<file path="config.mk">
export PLATFORM = sky130hd
export DESIGN_NAME = sha256_hash_engine_top
export DESIGN_NICKNAME = d
export VERILOG_FILES = /design/src/rtl/sha_pkg.sv /design/src/rtl/sha_blk_mem.sv /design/src/rtl/sha_sched.sv /design/src/rtl/sha_core.sv /design/src/rtl/sha_ctrl.sv /design/src/rtl/sha256_hash_engine_top.sv
export SDC_FILE = /design/constraint.sdc
export NUM_CORES = 2
export LEC_CHECK = 0
export BUFFER_PORTS_ARGS = -buffer_cell sky130_fd_sc_hd__clkbuf_2
export CAP_MARGIN = 5
export CELL_PAD_IN_SITES_DETAIL_PLACEMENT = 1
export CELL_PAD_IN_SITES_GLOBAL_PLACEMENT = 2
export CORE_ASPECT_RATIO = 0.9
export CORE_MARGIN = 3
export CORE_UTILIZATION = 28
export CTS_CLUSTER_SIZE = 12
export DETAILED_ROUTE_END_ITERATION = 8
export GPL_TIMING_DRIVEN = 0
export PLACE_DENSITY_LB_ADDON = 0.1
export SLEW_MARGIN = 20
export SYNTH_ARGS = -nofsm -noshare
export SYNTH_HDL_FRONTEND = slang
export SYNTH_SLANG_ARGS = --single-unit
</file>
<file path="constraint.sdc">
create_clock -name i_clk -period 22 [get_ports i_clk]
set_input_delay 2.2 -clock i_clk [delete_from_list [all_inputs] [get_ports i_clk]]
set_output_delay 2.2 -clock i_clk [all_outputs]
set_load 0.05 [all_outputs]
</file>
<file path="src/rtl/sha_pkg.sv">
// shared types, constants and round functions for the sha-256 engine
// no dependencies
package sha_pkg;

    // controller states
    typedef enum logic [2:0] {
        S_IDLE,
        S_PAD,
        S_LOAD0,
        S_LOAD1,
        S_ROUND,
        S_UPDATE,
        S_DONE
    } t_state;

    // controls from the controller to the round datapath
    typedef struct packed {
        logic       init_vars;
        logic       round_en;
        logic [5:0] round_idx;
        logic       update;
        logic       finish;
    } t_core_ctl;

    // controls from the controller to the schedule window
    typedef struct packed {
        logic shift;
        logic sel_mem;
    } t_sched_ctl;

    localparam logic [31:0] PadWord = 32'h8000_0000;
    localparam logic [7:0]  PadByte = 8'h80;

    localparam logic [31:0] InitHash [8] = '{
        32'h6a09e667, 32'hbb67ae85, 32'h3c6ef372, 32'ha54ff53a,
        32'h510e527f, 32'h9b05688c, 32'h1f83d9ab, 32'h5be0cd19
    };

    localparam logic [31:0] RoundK [64] = '{
        32'h428a2f98, 32'h71374491, 32'hb5c0fbcf, 32'he9b5dba5,
        32'h3956c25b, 32'h59f111f1, 32'h923f82a4, 32'hab1c5ed5,
        32'hd807aa98, 32'h12835b01, 32'h243185be, 32'h550c7dc3,
        32'h72be5d74, 32'h80deb1fe, 32'h9bdc06a7, 32'hc19bf174,
        32'he49b69c1, 32'hefbe4786, 32'h0fc19dc6, 32'h240ca1cc,
        32'h2de92c6f, 32'h4a7484aa, 32'h5cb0a9dc, 32'h76f988da,
        32'h983e5152, 32'ha831c66d, 32'hb00327c8, 32'hbf597fc7,
        32'hc6e00bf3, 32'hd5a79147, 32'h06ca6351, 32'h14292967,
        32'h27b70a85, 32'h2e1b2138, 32'h4d2c6dfc, 32'h53380d13,
        32'h650a7354, 32'h766a0abb, 32'h81c2c92e, 32'h92722c85,
        32'ha2bfe8a1, 32'ha81a664b, 32'hc24b8b70, 32'hc76c51a3,
        32'hd192e819, 32'hd6990624, 32'hf40e3585, 32'h106aa070,
        32'h19a4c116, 32'h1e376c08, 32'h2748774c, 32'h34b0bcb5,
        32'h391c0cb3, 32'h4ed8aa4a, 32'h5b9cca4f, 32'h682e6ff3,
        32'h748f82ee, 32'h78a5636f, 32'h84c87814, 32'h8cc70208,
        32'h90befffa, 32'ha4506ceb, 32'hbef9a3f7, 32'hc67178f2
    };

    // upper-case sigma 0: rotations by 2, 13, 22
    function automatic logic [31:0] big_sig0(logic [31:0] x);
        return {x[1:0], x[31:2]} ^ {x[12:0], x[31:13]} ^ {x[21:0], x[31:22]};
    endfunction

    // upper-case sigma 1: rotations by 6, 11, 25
    function automatic logic [31:0] big_sig1(logic [31:0] x);
        return {x[5:0], x[31:6]} ^ {x[10:0], x[31:11]} ^ {x[24:0], x[31:25]};
    endfunction

    // lower-case sigma 0: rotations by 7, 18, shift by 3
    function automatic logic [31:0] small_sig0(logic [31:0] x);
        return {x[6:0], x[31:7]} ^ {x[17:0], x[31:18]} ^ {3'b000, x[31:3]};
    endfunction

    // lower-case sigma 1: rotations by 17, 19, shift by 10
    function automatic logic [31:0] small_sig1(logic [31:0] x);
        return {x[16:0], x[31:17]} ^ {x[18:0], x[31:19]} ^ {10'b0, x[31:10]};
    endfunction

endpackage

</file>
<file path="src/rtl/sha_blk_mem.sv">
// 16 x 32 block word memory, one write port, one registered read port
// no dependencies
module sha_blk_mem (
    input  logic        i_clk,
    input  logic        i_wr_en,
    input  logic [3:0]  i_wr_addr,
    input  logic [31:0] i_wr_data,
    input  logic [3:0]  i_rd_addr,
    output logic [31:0] o_rd_data
);

    logic [31:0] r_mem [16];
    logic [31:0] r_rd_data;

    // write port
    always_ff @(posedge i_clk) begin
        if (i_wr_en) begin
            r_mem[i_wr_addr] <= i_wr_data;
        end
    end

    // read port, registered
    always_ff @(posedge i_clk) begin
        r_rd_data <= r_mem[i_rd_addr];
    end

    assign o_rd_data = r_rd_data;

endmodule

</file>
<file path="src/rtl/sha_sched.sv">
// message schedule: 16-word sliding window and expansion of later words
// depends on sha_pkg
module sha_sched (
    input  logic                  i_clk,
    input  sha_pkg::t_sched_ctl   i_ctl,
    input  logic [31:0]           i_mem_data,
    output logic [31:0]           o_w_cur
);

    logic [31:0] r_win [16];
    logic [31:0] w_calc;
    logic [31:0] w_in;

    // next schedule word from the window (window holds w[t-15] .. w[t])
    assign w_calc = sha_pkg::small_sig1(r_win[14]) + r_win[9]
                  + sha_pkg::small_sig0(r_win[1]) + r_win[0];
    assign w_in   = i_ctl.sel_mem ? i_mem_data : w_calc;

    // window shift
    always_ff @(posedge i_clk) begin
        if (i_ctl.shift) begin
            for (int j = 0; j < 15; j++) begin
                r_win[j] <= r_win[j+1];
            end
            r_win[15] <= w_in;
        end
    end

    assign o_w_cur = r_win[15];

endmodule

</file>
<file path="src/rtl/sha_core.sv">
// round datapath: chaining value, working variables and digest output buffer
// depends on sha_pkg
module sha_core (
    input  logic                i_clk,
    input  logic                i_rst_n,
    input  sha_pkg::t_core_ctl  i_ctl,
    input  logic [31:0]         i_w,
    input  logic                i_out_ready,
    output logic                o_dig_busy,
    output logic [31:0]         o_digest_word,
    output logic [2:0]          o_word_index,
    output logic                o_last_word
);

    logic [31:0] r_chain [8];
    logic [31:0] r_v [8];
    logic [31:0] r_dig [8];
    logic        r_dig_busy;
    logic [2:0]  r_dig_idx;
    logic [31:0] t1;
    logic [31:0] t2;
    logic [31:0] ch;
    logic [31:0] maj;
    logic        dig_take;

    // one compression round
    assign ch  = (r_v[4] & r_v[5]) ^ (~r_v[4] & r_v[6]);
    assign maj = (r_v[0] & r_v[1]) ^ (r_v[0] & r_v[2]) ^ (r_v[1] & r_v[2]);
    assign t1  = r_v[7] + sha_pkg::big_sig1(r_v[4]) + ch
               + sha_pkg::RoundK[i_ctl.round_idx] + i_w;
    assign t2  = sha_pkg::big_sig0(r_v[0]) + maj;

    assign dig_take = r_dig_busy && i_out_ready;

    // chaining value and output buffer control
    always_ff @(posedge i_clk) begin
        if (!i_rst_n) begin
            for (int j = 0; j < 8; j++) begin
                r_chain[j] <= sha_pkg::InitHash[j];
            end
            r_dig_busy <= 1'b0;
            r_dig_idx  <= '0;
        end else begin
            if (i_ctl.update) begin
                for (int j = 0; j < 8; j++) begin
                    r_chain[j] <= r_chain[j] + r_v[j];
                end
            end else if (i_ctl.finish) begin
                for (int j = 0; j < 8; j++) begin
                    r_chain[j] <= sha_pkg::InitHash[j];
                end
            end
            if (i_ctl.finish) begin
                r_dig_busy <= 1'b1;
                r_dig_idx  <= '0;
            end else if (dig_take) begin
                r_dig_idx <= r_dig_idx + 3'd1;
                if (r_dig_idx == 3'd7) begin
                    r_dig_busy <= 1'b0;
                end
            end
        end
    end

    // working variables and digest shift register
    always_ff @(posedge i_clk) begin
        if (i_ctl.init_vars) begin
            for (int j = 0; j < 8; j++) begin
                r_v[j] <= r_chain[j];
            end
        end else if (i_ctl.round_en) begin
            r_v[7] <= r_v[6];
            r_v[6] <= r_v[5];
            r_v[5] <= r_v[4];
            r_v[4] <= r_v[3] + t1;
            r_v[3] <= r_v[2];
            r_v[2] <= r_v[1];
            r_v[1] <= r_v[0];
            r_v[0] <= t1 + t2;
        end
        if (i_ctl.finish) begin
            for (int j = 0; j < 8; j++) begin
                r_dig[j] <= r_chain[j];
            end
        end else if (dig_take) begin
            for (int j = 0; j < 7; j++) begin
                r_dig[j] <= r_dig[j+1];
            end
        end
    end

    assign o_dig_busy    = r_dig_busy;
    assign o_digest_word = r_dig[0];
    assign o_word_index  = r_dig_idx;
    assign o_last_word   = (r_dig_idx == 3'd7);

endmodule

</file>
<file path="src/rtl/sha_ctrl.sv">
// controller: word intake, byte count, padding, memory addressing, round sequencing
// depends on sha_pkg
module sha_ctrl (
    input  logic                  i_clk,
    input  logic                  i_rst_n,
    input  logic                  i_valid,
    input  logic [31:0]           i_message_word,
    input  logic [2:0]            i_valid_bytes,
    input  logic                  i_final_item,
    input  logic                  i_dig_busy,
    output logic                  o_ready,
    output logic                  o_wr_en,
    output logic [3:0]            o_wr_addr,
    output logic [31:0]           o_wr_data,
    output logic [3:0]            o_rd_addr,
    output sha_pkg::t_core_ctl    o_core_ctl,
    output sha_pkg::t_sched_ctl   o_sched_ctl
);

    sha_pkg::t_state r_state, n_state;
    logic [63:0] r_cnt, n_cnt;
    logic [3:0]  r_pidx, n_pidx;
    logic [5:0]  r_round, n_round;
    logic        r_need80, n_need80;
    logic        r_tail_ok, n_tail_ok;
    logic        r_msg_end, n_msg_end;
    logic        r_padding, n_padding;

    logic [3:0]  wi;
    logic [2:0]  nv;
    logic [31:0] fin_word;
    logic [63:0] bit_len;
    logic [31:0] pad_data;
    logic        accept;

    // keep the valid leading bytes, place the pad byte right after them
    function automatic logic [31:0] f_final_word(logic [31:0] w, logic [2:0] n);
        logic [31:0] r;
        r = '0;
        for (int b = 0; b < 4; b++) begin
            if (3'(b) < n) begin
                r[31-8*b -: 8] = w[31-8*b -: 8];
            end else if (3'(b) == n) begin
                r[31-8*b -: 8] = sha_pkg::PadByte;
            end
        end
        return r;
    endfunction

    assign wi       = r_cnt[5:2];
    assign nv       = (i_valid_bytes > 3'd4) ? 3'd4 : i_valid_bytes;
    assign fin_word = f_final_word(i_message_word, nv);
    assign bit_len  = {r_cnt[60:0], 3'b000};
    assign o_ready  = (r_state == sha_pkg::S_IDLE);
    assign accept   = i_valid && o_ready;

    // padding word for the current pad position
    always_comb begin
        if (r_need80) begin
            pad_data = sha_pkg::PadWord;
        end else if (r_tail_ok && (r_pidx == 4'd14)) begin
            pad_data = bit_len[63:32];
        end else if (r_tail_ok && (r_pidx == 4'd15)) begin
            pad_data = bit_len[31:0];
        end else begin
            pad_data = '0;
        end
    end

    // state register
    always_ff @(posedge i_clk) begin
        if (!i_rst_n) begin
            r_state   <= sha_pkg::S_IDLE;
            r_cnt     <= '0;
            r_pidx    <= '0;
            r_round   <= '0;
            r_need80  <= 1'b0;
            r_tail_ok <= 1'b0;
            r_msg_end <= 1'b0;
            r_padding <= 1'b0;
        end else begin
            r_state   <= n_state;
            r_cnt     <= n_cnt;
            r_pidx    <= n_pidx;
            r_round   <= n_round;
            r_need80  <= n_need80;
            r_tail_ok <= n_tail_ok;
            r_msg_end <= n_msg_end;
            r_padding <= n_padding;
        end
    end

    // next state and outputs
    always_comb begin
        n_state     = r_state;
        n_cnt       = r_cnt;
        n_pidx      = r_pidx;
        n_round     = r_round;
        n_need80    = r_need80;
        n_tail_ok   = r_tail_ok;
        n_msg_end   = r_msg_end;
        n_padding   = r_padding;
        o_wr_en     = 1'b0;
        o_wr_addr   = wi;
        o_wr_data   = i_message_word;
        o_rd_addr   = '0;
        o_core_ctl  = '0;
        o_sched_ctl = '0;
        o_core_ctl.round_idx = r_round;

        case (r_state)
            sha_pkg::S_IDLE: begin
                if (accept) begin
                    o_wr_en   = 1'b1;
                    o_wr_addr = wi;
                    n_msg_end = 1'b0;
                    if (!i_final_item) begin
                        o_wr_data = i_message_word;
                        n_cnt     = r_cnt + 64'd4;
                        n_padding = 1'b0;
                        if (wi == 4'd15) begin
                            n_state = sha_pkg::S_LOAD0;
                        end
                    end else begin
                        o_wr_data = fin_word;
                        n_cnt     = r_cnt + {61'b0, nv};
                        n_padding = 1'b1;
                        n_need80  = (nv == 3'd4);
                        n_tail_ok = (nv != 3'd4) && (wi <= 4'd13);
                        n_pidx    = wi + 4'd1;
                        if (wi == 4'd15) begin
                            n_state = sha_pkg::S_LOAD0;
                        end else begin
                            n_state = sha_pkg::S_PAD;
                        end
                    end
                end
            end
            sha_pkg::S_PAD: begin
                o_wr_en   = 1'b1;
                o_wr_addr = r_pidx;
                o_wr_data = pad_data;
                if (r_need80) begin
                    n_need80  = 1'b0;
                    n_tail_ok = (r_pidx <= 4'd13);
                end
                if (r_pidx == 4'd15) begin
                    n_msg_end = !r_need80 && r_tail_ok;
                    n_state   = sha_pkg::S_LOAD0;
                end else begin
                    n_pidx = r_pidx + 4'd1;
                end
            end
            sha_pkg::S_LOAD0: begin
                o_rd_addr = 4'd0;
                n_state   = sha_pkg::S_LOAD1;
            end
            sha_pkg::S_LOAD1: begin
                o_rd_addr            = 4'd1;
                o_sched_ctl.shift    = 1'b1;
                o_sched_ctl.sel_mem  = 1'b1;
                o_core_ctl.init_vars = 1'b1;
                n_round              = '0;
                n_state              = sha_pkg::S_ROUND;
            end
            sha_pkg::S_ROUND: begin
                // memory runs two words ahead of the round in use
                o_rd_addr           = r_round[3:0] + 4'd2;
                o_core_ctl.round_en = 1'b1;
                o_sched_ctl.shift   = 1'b1;
                o_sched_ctl.sel_mem = (r_round < 6'd15);
                n_round             = r_round + 6'd1;
                if (r_round == 6'd63) begin
                    n_state = sha_pkg::S_UPDATE;
                end
            end
            sha_pkg::S_UPDATE: begin
                o_core_ctl.update = 1'b1;
                if (r_msg_end) begin
                    n_state = sha_pkg::S_DONE;
                end else if (r_padding) begin
                    n_pidx    = '0;
                    n_tail_ok = 1'b1;
                    n_state   = sha_pkg::S_PAD;
                end else begin
                    n_state = sha_pkg::S_IDLE;
                end
            end
            sha_pkg::S_DONE: begin
                // wait for the previous digest to drain, then restart the chain
                if (!i_dig_busy) begin
                    o_core_ctl.finish = 1'b1;
                    n_cnt             = '0;
                    n_padding         = 1'b0;
                    n_msg_end         = 1'b0;
                    n_state           = sha_pkg::S_IDLE;
                end
            end
            default: begin
                n_state = sha_pkg::S_IDLE;
            end
        endcase
    end

endmodule

</file>
<file path="src/rtl/sha256_hash_engine_top.sv">
// Timing: a non-final word is taken while o_ready is high; the 16th word of a block starts a
// compression (loads in S_LOAD0 and S_LOAD1, the rounds in S_ROUND, the chain update in S_UPDATE).
// A final word adds padding and one or two compressions; the eight digest words then
// leave one per cycle while i_ready is high. No new words are taken while a block is
// padded or compressed, as o_ready is high only in the idle state.
// Reset (synchronous, active low) loads the initial hash and clears the byte count.
module sha256_hash_engine_top (
    input  logic        i_clk,
    input  logic        i_rst_n,
    input  logic        i_valid,
    output logic        o_ready,
    input  logic [31:0] i_message_word,
    input  logic [2:0]  i_valid_bytes,
    input  logic        i_final_item,
    output logic        o_valid,
    input  logic        i_ready,
    output logic [31:0] o_digest_word,
    output logic [2:0]  o_word_index,
    output logic        o_last_word
);

    sha_pkg::t_core_ctl  core_ctl;
    sha_pkg::t_sched_ctl sched_ctl;
    logic        wr_en;
    logic [3:0]  wr_addr;
    logic [31:0] wr_data;
    logic [3:0]  rd_addr;
    logic [31:0] rd_data;
    logic [31:0] w_cur;
    logic        dig_busy;

    // controller
    sha_ctrl u_ctrl (
        .i_clk          (i_clk),
        .i_rst_n        (i_rst_n),
        .i_valid        (i_valid),
        .i_message_word (i_message_word),
        .i_valid_bytes  (i_valid_bytes),
        .i_final_item   (i_final_item),
        .i_dig_busy     (dig_busy),
        .o_ready        (o_ready),
        .o_wr_en        (wr_en),
        .o_wr_addr      (wr_addr),
        .o_wr_data      (wr_data),
        .o_rd_addr      (rd_addr),
        .o_core_ctl     (core_ctl),
        .o_sched_ctl    (sched_ctl)
    );

    // block word memory
    sha_blk_mem u_mem (
        .i_clk     (i_clk),
        .i_wr_en   (wr_en),
        .i_wr_addr (wr_addr),
        .i_wr_data (wr_data),
        .i_rd_addr (rd_addr),
        .o_rd_data (rd_data)
    );

    // message schedule
    sha_sched u_sched (
        .i_clk      (i_clk),
        .i_ctl      (sched_ctl),
        .i_mem_data (rd_data),
        .o_w_cur    (w_cur)
    );

    // rounds, chaining value and digest buffer
    sha_core u_core (
        .i_clk         (i_clk),
        .i_rst_n       (i_rst_n),
        .i_ctl         (core_ctl),
        .i_w           (w_cur),
        .i_out_ready   (i_ready),
        .o_dig_busy    (dig_busy),
        .o_digest_word (o_digest_word),
        .o_word_index  (o_word_index),
        .o_last_word   (o_last_word)
    );

    assign o_valid = dig_busy;

endmodule

</file>
==> impl.org <==
** Clocking
- CTS HTree Levels :: 4
- Clock tree synthesis selected as its root buffer the cell sky130_fd_sc_hd__clkbuf_16.
- Clock tree from TritonCTS :: built
- Number of sinks on the clock net :: 1906
- Post-CTS setup repair buffer count :: 0
- Num CTS Buffers :: ~220
- After clock tree synthesis, the clock-pin slew on the worst setup and hold paths is around 0.06 ns.
- Post-cts resize count :: 0
- In this run the deepest clock path goes through 4 buffers.
- Hold bufs inserted after CTS :: 0
- For the worst-skew pair, the clock arrives at the later sink with an insertion delay of 0.89 ns.

** Final layout
- In the final design database the tool counted 9109 nets.
- Area of all sequential standard cells :: 54800 um2
- Of the cells placed in the final design, the portion with a size suffix greater than 1 is 0.122.
- Fill cells :: 37600
- Final non-filler cell area :: 114000 um2
- Final core utilization :: 0.327
- Relative to the synthesized area, the layout overhead comes to 15.8%.
- The multi-input combinational cells in the finished layout cover a total of 40900 um2.
- Finished Layout Cells :: roughly 13000

** Min path
- Path type of the worst min-delay path :: register to register
- Worst Hold Depth :: 0

** Timing
- For the final database, setup skew stands at 0.0599 ns.
- Tightest slew margin relative to the limit :: 0.145
- Peak clock frequency supported by timing :: 73.6 MHz
- Subtracting the final worst setup slack from the clock period gives approximately 14 ns.
- Total count of hold-check failures in the final report :: 0
- Setup repair after global routing left no endpoint under its margin.
- Final Cycle Share :: 0.618
- Setup violations remaining at the end of the flow were counted as 0.
- Max-slew violations :: 0
- WHS :: 0.393 ns
- For the pin with the worst max-slew slack, the measured transition is 1.27 ns.

** Synthesis
- Main combinational cell family by area after synthesis :: compound AO/OA/AOI/OAI gates
- By count the netlist is led by sky130_fd_sc_hd__edfxtp_1 (1664), sky130_fd_sc_hd__nand2_1 (1204), sky130_fd_sc_hd__a21oi_1 (410).
- Summing every instance area after synthesis gives 98200 um2.
- Xor/xnor cell area share of the yosys netlist :: 0.0536
- The number of nets in the synthesized netlist is just under 9000.
- Share of Yosys cell area claimed by the top area cell type :: 0.509
- Number of warnings issued by yosys :: 0
- Of the total synthesized cell area, the portion taken by AND, OR, NAND and NOR gates is 0.0986.
- The synthesized-area fraction occupied by ao, oa, aoi and oai cells came to 0.105.
- Mapped Avg Cell Area :: 12.2 um2
- After synthesis the netlist holds a flip-flop and latch count of 1906.
- Mapped Cells :: 8067
- Yosys instantiated no cell more often than sky130_fd_sc_hd__edfxtp_1.
- Of the total synthesized cell area, the portion taken by full adders, half adders and majority gates is 0.0935.
- Synth top area cells :: sky130_fd_sc_hd__edfxtp_1 (51%), sky130_fd_sc_hd__ha_1 (5.1%), sky130_fd_sc_hd__dfxtp_1 (4.9%)
- Cell taking the most area after synthesis :: sky130_fd_sc_hd__edfxtp_1
- Most common flop cell mapped by yosys :: sky130_fd_sc_hd__edfxtp_1
- Portion of the post-synthesis area used by sequential elements :: 0.558
- The synthesized design contains 1664 enable-type register cells.
- In this run, distinct cell masters in the synthesized netlist total 96.
- Fraction of registers with async set/reset :: 0
- Of the post-synthesis cell area, the part taken by muxes is 0.0637.

** GRT
- Across every metal layer, demand over resource in global routing totals 0.218.
- Residual overflow from global routing :: 0
- The first global-routing pass estimated between 500 and 600 mm of wire.
- The number of global-route vias before repair was ~69000.
- Entering global routing, the biggest net connects 114 pins.
- The initial antenna violation count is 34.

** Routing
- Vias/cell :: 5.03
- Summing over every cut layer, the via total after detailed routing is 67000.
- After detailed routing, the average wire length per cell comes to around 30 um.
- For this block, the initial DRC count from the detailed router was between 5000 and 6000.
- Wire length after detailed routing :: 398 mm
- Routed Antenna Nets :: 0
- Remaining design rule violation count :: 0
- First drt pass iteration count :: 5

** Floorplan
- Number of top-level design ports :: 78
- The die covers 358000 um2.
- Chip width :: 630 um
- Y dimension of the die :: 568 um
- The region available for standard cell placement spans between 300000 and 400000 um2.
- Initial core utilization :: 0.282
- Placement Rows :: 205

** Critical path
- Data required time of the worst path :: 22.61 ns
- The setup path with the least slack is of type register to register.
- The critical path runs through a total of 34 cells.
- R2R Path Start :: u_ctrl.r_round[1]
- On the critical path the largest part of the delay comes from compound AO/OA/AOI/OAI gates.
- Following the worst setup path forward leads to its endpoint at u_core.r_v[0][31].
- Worst setup path startpoint :: u_ctrl.r_round[1]
- For this run, the slowest stage of the critical path takes 0.86 ns.
- Cell repeated most along the worst path :: sky130_fd_sc_hd__fa_1
- Critical path fanouts, max :: 12
- Among all stages on the critical path, the largest delay is contributed by sky130_fd_sc_hd__xor2_1.
- In this run the critical register-to-register path is captured at u_core.r_v[0][31].
- STA classifies the critical path endpoint as a register.
- The critical path contains buffers and inverters numbering 6 combined.
- Arrival time at the worst endpoint :: about 14 ns
- Kind of start point of the critical path :: register
- Number of cells on the worst reg-to-reg path :: 34
- Reg-to-reg setup timing slack :: 8.41 ns

** Outcome
- Outcome :: finished clean

** Placed design
- Number of cells after detailed placement :: around 13000
- Port Buffer Count :: 77
- Placement Cell Area :: about 110000 um2
- Routability-driven placement finished with a final weighted congestion of 0.920.
- HPWL Detailed :: 309 mm

** Job
- Across the run, the number of max-cap violations was 0.
-- placed cells by master, fill, tap and decap left out, types with 28 or more instances in the layout --
| master | count |
|---|---|
| sky130_fd_sc_hd__a211oi_1 | 93 |
| sky130_fd_sc_hd__a21o_1 | 182 |
| sky130_fd_sc_hd__a21oi_1 | 409 |
| sky130_fd_sc_hd__a31oi_1 | 91 |
| sky130_fd_sc_hd__and2_1 | 65 |
| sky130_fd_sc_hd__and3_1 | 60 |
| sky130_fd_sc_hd__buf_1 | 32 |
| sky130_fd_sc_hd__buf_12 | 28 |
| sky130_fd_sc_hd__buf_4 | 48 |
| sky130_fd_sc_hd__clkbuf_1 | 329 |
| sky130_fd_sc_hd__clkbuf_16 | 230 |
| sky130_fd_sc_hd__clkbuf_2 | 119 |
| sky130_fd_sc_hd__clkinv_1 | 47 |
| sky130_fd_sc_hd__clkinv_2 | 32 |
| sky130_fd_sc_hd__dfxtp_1 | 242 |
| sky130_fd_sc_hd__edfxtp_1 | 1664 |
| sky130_fd_sc_hd__fa_1 | 196 |
| sky130_fd_sc_hd__ha_1 | 402 |
| sky130_fd_sc_hd__inv_1 | 278 |
| sky130_fd_sc_hd__mux2_2 | 256 |
| sky130_fd_sc_hd__mux2i_1 | 44 |
| sky130_fd_sc_hd__mux4_2 | 130 |
| sky130_fd_sc_hd__nand2_1 | 1203 |
| sky130_fd_sc_hd__nand2b_1 | 65 |
| sky130_fd_sc_hd__nand3_1 | 125 |
| sky130_fd_sc_hd__nand4_1 | 42 |
| sky130_fd_sc_hd__nor2_1 | 344 |
| sky130_fd_sc_hd__nor2b_1 | 50 |
| sky130_fd_sc_hd__nor3_1 | 103 |
| sky130_fd_sc_hd__o211ai_1 | 77 |
| sky130_fd_sc_hd__o21a_1 | 59 |
| sky130_fd_sc_hd__o21ai_0 | 374 |
| sky130_fd_sc_hd__o21ai_1 | 44 |
| sky130_fd_sc_hd__o21bai_1 | 39 |
| sky130_fd_sc_hd__o31ai_1 | 39 |
| sky130_fd_sc_hd__or3_1 | 41 |
| sky130_fd_sc_hd__xnor2_1 | 405 |
| sky130_fd_sc_hd__xor2_1 | 193 |
-- how the worst min path moves through the flow --
stage	start	to	slack (ns)
2_1_floorplan	u_sched.r_win[0][132]	u_sched.r_win[0][100]	0.40
3_3_place_gp	u_sched.r_win[0][215]	u_sched.r_win[0][183]	0.40
3_5_place_dp	u_sched.r_win[0][161]	u_sched.r_win[0][129]	0.41
4_1_cts	u_sched.r_win[1][65]	u_sched.r_win[1][33]	0.38
5_1_grt	u_sched.r_win[1][65]	u_sched.r_win[1][33]	0.38
6_report	u_sched.r_win[1][65]	u_sched.r_win[1][33]	0.39
-- kinds of logic (layout without fill, tap and decap cells) --
kind of cell / count (synthesis) / count (layout)
AND/OR/NAND/NOR: 2201 / 2201
flip-flops: 1906 / 1906
AO/OA/AOI/OAI: 1626 / 1626
buffers and inverters: 685 / 1271
adder cells (fa/ha/maj): 620 / 620
XOR/XNOR: 599 / 599
multiplexers: 430 / 430
other: 0 / 11
-- metrics by stage --
step	TNS (ns)	worst slack, ns
finish	0	8.41
global route	0	8.04
CTS	0	8.70
detailed placement	0	8.78
global placement	-2573.28	-11.57
floorplan	0	3.83
-- metal layers --
metal,GRT usage,part of all wire
met3,0.0227,0.040
met4,0.0439,0.020
met1,0.341,0.52
met2,0.323,0.42
met5,0,0.000043
-- state kept, by name, indices dropped and copies added, names as in the netlist, 6 cells and up --
signal,flops
u_mem.r_mem,512
u_sched.r_win,512
u_core.r_chain,256
u_core.r_dig,256
u_core.r_v,256
u_ctrl.r_cnt,61
u_mem.o_rd_data,32
u_ctrl.r_round,6
-- area by class of cell --
cell class	count	share of cell area
sequential	1906	0.482
multi-input combinational	5476	0.359
clock buffer	293	0.0535
tap	4657	0.0512
timing repair buffer	178	0.0187
buffer	401	0.0150
clock inverter	115	0.0103
inverter	284	0.00960
antenna	11	0.000242
Power is left out: the tool's default activity adds up to more than one toggle a clock period on the data nets, which glitch-free logic cannot reach.
